`src/design/ots_pkg.sv`:
```
`timescale 1ns / 1ps
// ----------------------------------------------------------------------------
// ots_pkg
// Shared types, codes and constants of the overlap-add time stretch block.
// ----------------------------------------------------------------------------
package ots_pkg;

  localparam int COS_DEPTH = 256;
  localparam int COS_LOG   = $clog2(COS_DEPTH);
  localparam int HOP_MIN   = 64;
  localparam int HOP_MAX   = 4096;
  localparam int TEMPO_MIN = 3277;
  localparam int TEMPO_MAX = 1048576;
  localparam int WIN_DEPTH = 2 * HOP_MAX;
  localparam int WIN_AW    = $clog2(WIN_DEPTH);
  localparam int HOP_W     = 13;
  localparam int WGT_W     = 16;
  localparam int DIV_W     = 40;
  localparam int DVS_W     = 18;
  localparam int CFG_W     = 21;

  typedef enum logic [1:0] {
    CMD_LOAD_SAMPLE   = 2'd0,
    CMD_LOAD_POSITION = 2'd1,
    CMD_RUN           = 2'd2,
    CMD_READ          = 2'd3
  } cmd_t;

  typedef enum logic [2:0] {
    REG_HOP        = 3'd0,
    REG_CHANNELS   = 3'd1,
    REG_IN_LEN     = 3'd2,
    REG_OUT_LEN    = 3'd3,
    REG_TEMPO_MODE = 3'd4,
    REG_TEMPO      = 3'd5
  } reg_t;

  localparam logic KIND_RUN  = 1'b0;
  localparam logic KIND_READ = 1'b1;
  localparam logic ST_OK     = 1'b0;
  localparam logic ST_EMPTY  = 1'b1;

  typedef struct packed {
    logic             start;
    logic [DIV_W-1:0] dividend;
    logic [DVS_W-1:0] divisor;
  } div_req_t;

  typedef struct packed {
    logic             done;
    logic [DIV_W-1:0] quotient;
  } div_rsp_t;

  typedef logic [16:0] cos_rom_t [0:COS_DEPTH];

  // Quarter-wave cosine in Q.15, series evaluated at elaboration
  function automatic logic [16:0] cos_entry(input int unsigned k);
    longint unsigned x;
    longint unsigned x2;
    longint unsigned term;
    longint unsigned r;
    longint          sum;
    x    = (64'd1686629713 * 64'(k)) / 64'(COS_DEPTH);
    x2   = (x * x) >> 30;
    term = 64'd1 << 30;
    sum  = longint'(term);
    for (int n = 1; n <= 6; n++) begin
      term = ((term * x2) >> 30) / 64'((2 * n - 1) * (2 * n));
      if ((n % 2) == 1) sum = sum - longint'(term);
      else sum = sum + longint'(term);
    end
    if (sum < 0) sum = 0;
    r = (64'(sum) + 64'd16384) >> 15;
    return (r > 64'd32768) ? 17'd32768 : 17'(r);
  endfunction

  function automatic cos_rom_t cos_rom_build();
    cos_rom_t rom;
    for (int k = 0; k <= COS_DEPTH; k++) rom[k] = cos_entry(k);
    return rom;
  endfunction

endpackage

```
`src/design/ots_div.sv`:
```
`timescale 1ns / 1ps
// ----------------------------------------------------------------------------
// ots_div
// Restoring unsigned divider, one quotient bit per cycle.
// ----------------------------------------------------------------------------
module ots_div (
  input  logic              clk,
  input  logic              rst,
  input  ots_pkg::div_req_t req,
  output ots_pkg::div_rsp_t rsp
);

  localparam int CNT_W = $clog2(ots_pkg::DIV_W + 1);

  logic [CNT_W-1:0]          cnt;
  logic                      done;
  logic [ots_pkg::DVS_W-1:0] rem;
  logic [ots_pkg::DVS_W-1:0] dvs;
  logic [ots_pkg::DIV_W-1:0] dvd;
  logic [ots_pkg::DVS_W:0]   trial;
  logic                      ge;

  assign trial = {rem, dvd[ots_pkg::DIV_W-1]};
  assign ge    = (trial >= {1'b0, dvs});

  always_ff @(posedge clk) begin
    if (rst) begin
      cnt  <= '0;
      done <= 1'b0;
    end else begin
      done <= 1'b0;
      if (req.start) begin
        cnt <= CNT_W'(ots_pkg::DIV_W);
      end else if (cnt != '0) begin
        cnt <= cnt - 1'b1;
        if (cnt == CNT_W'(1)) done <= 1'b1;
      end
    end
  end

  always_ff @(posedge clk) begin
    if (req.start) begin
      dvd <= req.dividend;
      dvs <= req.divisor;
      rem <= '0;
    end else if (cnt != '0) begin
      rem <= ge ? ots_pkg::DVS_W'(trial - {1'b0, dvs}) : trial[ots_pkg::DVS_W-1:0];
      dvd <= {dvd[ots_pkg::DIV_W-2:0], ge};
    end
  end

  assign rsp.done     = done;
  assign rsp.quotient = dvd;

endmodule

```
`config.mk`:
```
export PLATFORM = sky130hd
export DESIGN_NAME = ots_div
export DESIGN_NICKNAME = d
export VERILOG_FILES = /design/src/design/ots_pkg.sv /design/src/design/ots_div.sv
export SDC_FILE = /design/constraint.sdc
export NUM_CORES = 1
export LEC_CHECK = 0
export BUFFER_PORTS_ARGS = -buffer_cell sky130_fd_sc_hd__buf_2
export CORE_AREA = 2 2 109 111
export CTS_CLUSTER_SIZE = 40
export DETAILED_ROUTE_END_ITERATION = 6
export DIE_AREA = 0 0 111 113
export GPL_ROUTABILITY_DRIVEN = 0
export GPL_TIMING_DRIVEN = 0
export REMOVE_ABC_BUFFERS = 1
export SLEW_MARGIN = 20
export SYNTH_ARGS = -nofsm -noshare
export SYNTH_HDL_FRONTEND = slang
export SYNTH_SLANG_ARGS = --single-unit
```
`constraint.sdc`:
```
create_clock -name clk -period 5.3 [get_ports clk]
set_input_delay 0.265 -clock clk [delete_from_list [all_inputs] [get_ports clk]]
set_output_delay 0.265 -clock clk [all_outputs]
set_load 0.1 [all_outputs]
```
==> results.yml <==
sta:
  fin_worst_skew_ns: 0.008290
  fmax_mhz: 311.9
  grt_setup_unrepaired: "no"
  relSlewSlack: 0.3625
  fin_crit_ns: 3.206
  worst_slew_pin_slew_ns: 0.9532
  period_share: 0.6049
  fin_hold_ws_ns: 0.08986
  hold_violations: 0
  timing_max_transition_violations_final: 0
  timing.setup.tns_ns: 0
  finalSetupViolations: 0
setup_path:
  cpPeakStageDelay_ns: 0.82
  critical_path_cell_count: 8
  critical_path_capture_point_type: "flip-flop"
  timing.setup.critical_path_class: "reg2reg"
  cp_data_required_time_ns: 5.56
  timing.critical_path.arrival_ns: 3.46
  timing.critical_path.max_delay_family: "compound AO/OA/AOI/OAI gates"
  regToRegSetupSlack_ns: 2.09
  worst_path_bufs_invs: 1
  reg2reg_from: "dvs[12]"
  critical_path.most_common_cell: "a221o_1"
  slowest_stage_cell_on_the_critical_path: "a211oi_4"
  timing.critical_path.fanout_max: 19
  startpoint: "dvs[12]"
  worst_path_cell_trace: "inv_1 > ha_1 > a21o_1 > a221o_1 > a221o_1 > a211oi_4 > a2111oi_0 > a311oi_1"
  start_kind: "flip-flop"
  worst-r2r-cell-count: 8
grt:
  grt_remaining_overflow: 0
  grt_use_total: 0.1650
  grt_max_degree: 50
  antenna_violations_before_repair: 0
  first_global_vias: 3462
  grt_first_pass_wirelength_um: 16680
hold_path:
  holdPathStages: 1
  holdCritPathClass: "in2reg"
  hold_path_startpoint: "req[7]"
clocking:
  path_clk_slew_ns: 0.07
  cts_tree: "yes"
  buffer_depth_of_the_longest_clock_path: 2
  post_cts.repair.setup_buffers: 0
  cts_made_buffers: 9
  clkSinkCount: 83
  cts_hold_repair.buffers: 0
  clockRootBuffer: "clkbuf_16"
  htreeDepth: 3
  clock_latency_ns: 0.35
  cts-resized-gates: 0
drt:
  antenna_left: 0
  routedLengthMet1_um: 4219
  number_of_vias_in_the_routed_layout: 3364
  initialDrtViolationCount: 109
  route.top_layer_used: "met4"
  drt-total-wl_um: 9785
  wl_met2_um: 4483
  drt_pass1_iterations: 4
  detail_route.wl_per_cell_um: 15.36
  detailroute.wirelength.met3_um: 928
  routed_via_density: 5.281
  post-route-drc-count: 0
power:
  powerDensity_nw_per_um2: 577.0
  ir_worst_vdd_mv: 0.3935
  p_int_mw: 1.657
  power.share.clock: 0.194
  swShare: 0.4683
  power.share.combinational: 0.499
  net-switching-power_mw: 1.459
  power.leakage_nw: 2.272
  sequentialPowerShare: 0.307
die:
  design.die.area_um2: 12540
  initial_utilization: 0.3952
  ioPinCount: 102
  std_cell_rows: 39
  fp.dieW_um: 111
  core_um2: 11270
  die_h_um: 113
synth:
  synthArstFlopShare: 0
  ys_types: 54
  dominantRegCellSynth: "edfxtp_1"
  synth_seq_area_share: 0.5034
  synth_enable_flop_cells: 58
  number_of_cells_produced_by_synthesis: 392
  total_number_of_yosys_warnings: 0
  post_synth_instance_area_um2: 4454
  synth.ff_latch_count: 83
  syn-mean-instance-area_um2: 11.36
outcome:
  outcome: "finished, final reports clean"
final_layout:
  syn_to_final_growth_pct: 21.26
  post_route_cells_drive_above_1_share: 0.3623
  insertedDiodeCount: 0
  fin_nets: 572
placement:
  buffer_ports.inserted: 101
  place_hpwl_um: 7029
job:
  cap_viol_max_count: 0
## per-layer routing
metal  GRT usage  up-vias
li1            -     1669
met1      0.1967     1581
met2      0.2675      102
met3     0.07392       12
met4     0.05583        0
met5           0        -
## area by class of cell
class                      instances  area (um^2)
timing repair buffer             104        566.8
sequential                        83         2242
clock buffer                       9        225.2
fill                            1041         5871
multi-input combinational        263         2024
clock inverter                     7        58.81
tap                              143        178.9
inverter                          28        105.1
## cells in the final DEF (no fill, tap or decap), types with 3 or more instances in the layout
cell,n
a2111oi_0,3
a311oi_2,8
edfxtp_1,58
dfxtp_1,25
a211oi_1,10
a21oi_1,24
inv_6,4
a21o_1,3
o21ai_0,10
mux2_2,41
nand3_1,5
o21bai_1,4
a31oi_1,4
o211ai_1,3
ha_1,21
clkbuf_16,9
inv_1,28
nor2_1,31
nand4_1,5
xnor2_1,7
nand2_1,25
or3_1,8
buf_2,100
nor3_1,5
nand4b_1,3
xor2_1,3
## per-stage QoR
stage	area, um^2	worst slack [ns]	std cells	util	power, mW
2_1_floorplan	4364	1.976	374	-	2.207
3_5_place_dp	5117	2.108	621	0.4540	2.518
5_1_grt	5401	1.879	637	0.4792	3.317
6_report	5401	2.094	637	0.4792	3.117
4_1_cts	5401	2.098	637	0.4792	3.134
3_3_place_gp	5049	0.4522	618	0.4479	2.485
## power by group through the flow
stage | registers [mW] | logic [mW] | clock network (mW)
floorplan | 1.43 | 0.782 | 0
global placement | 0.967 | 1.52 | 0
detailed placement | 0.968 | 1.55 | 0
CTS | 0.959 | 1.55 | 0.620
global route | 0.981 | 1.69 | 0.647
finish | 0.957 | 1.55 | 0.606
## synth_stat cells, drive strengths merged (3+ instances only)
master,instances,area share
a2111oi,3,0.0059
a211oi,13,0.027
a21o,3,0.0051
a21oi,24,0.027
a311oi,9,0.029
a31oi,4,0.0056
buf,6,0.010
clkbuf,12,0.010
dfxtp,25,0.11
edfxtp,58,0.39
ha,21,0.059
inv,28,0.024
mux2,41,0.10
nand2,27,0.023
nand3,5,0.0056
nand4,5,0.0070
nand4b,3,0.0059
nor2,31,0.026
nor3,6,0.0079
o211ai,3,0.0051
o21ai,10,0.011
o21bai,4,0.0067
or3,8,0.011
xnor2,7,0.014
xor2,3,0.0059
## path summary, 6_finish.rpt
check | to
setup reg to reg | rem[14]
setup / recovery | rem[14]
hold reg to reg | rem[2]
hold / removal | dvs[7]
## registers in the layout, indices dropped and copies added (netlist names)
| register | cells |
|---|---|
| dvd | 40 |
| dvs | 18 |
| rem | 18 |
| cnt | 6 |
| done | 1 |
## cells by family (layout without fill, tap and decap cells)
logic type / count (synthesis) / count (layout) / share of synthesized area
xor gates and xnor gates: 10 / 10 / 0.01966
AOI/OAI and AO/OA: 87 / 87 / 0.1486
buffers and inverters: 46 / 148 / 0.04382
and+or+nand+nor: 101 / 101 / 0.1129
adders and majority gates: 22 / 22 / 0.06348
muxes: 43 / 43 / 0.1081
DFF: 83 / 83 / 0.5034
Power figures use the tool's default switching activity.
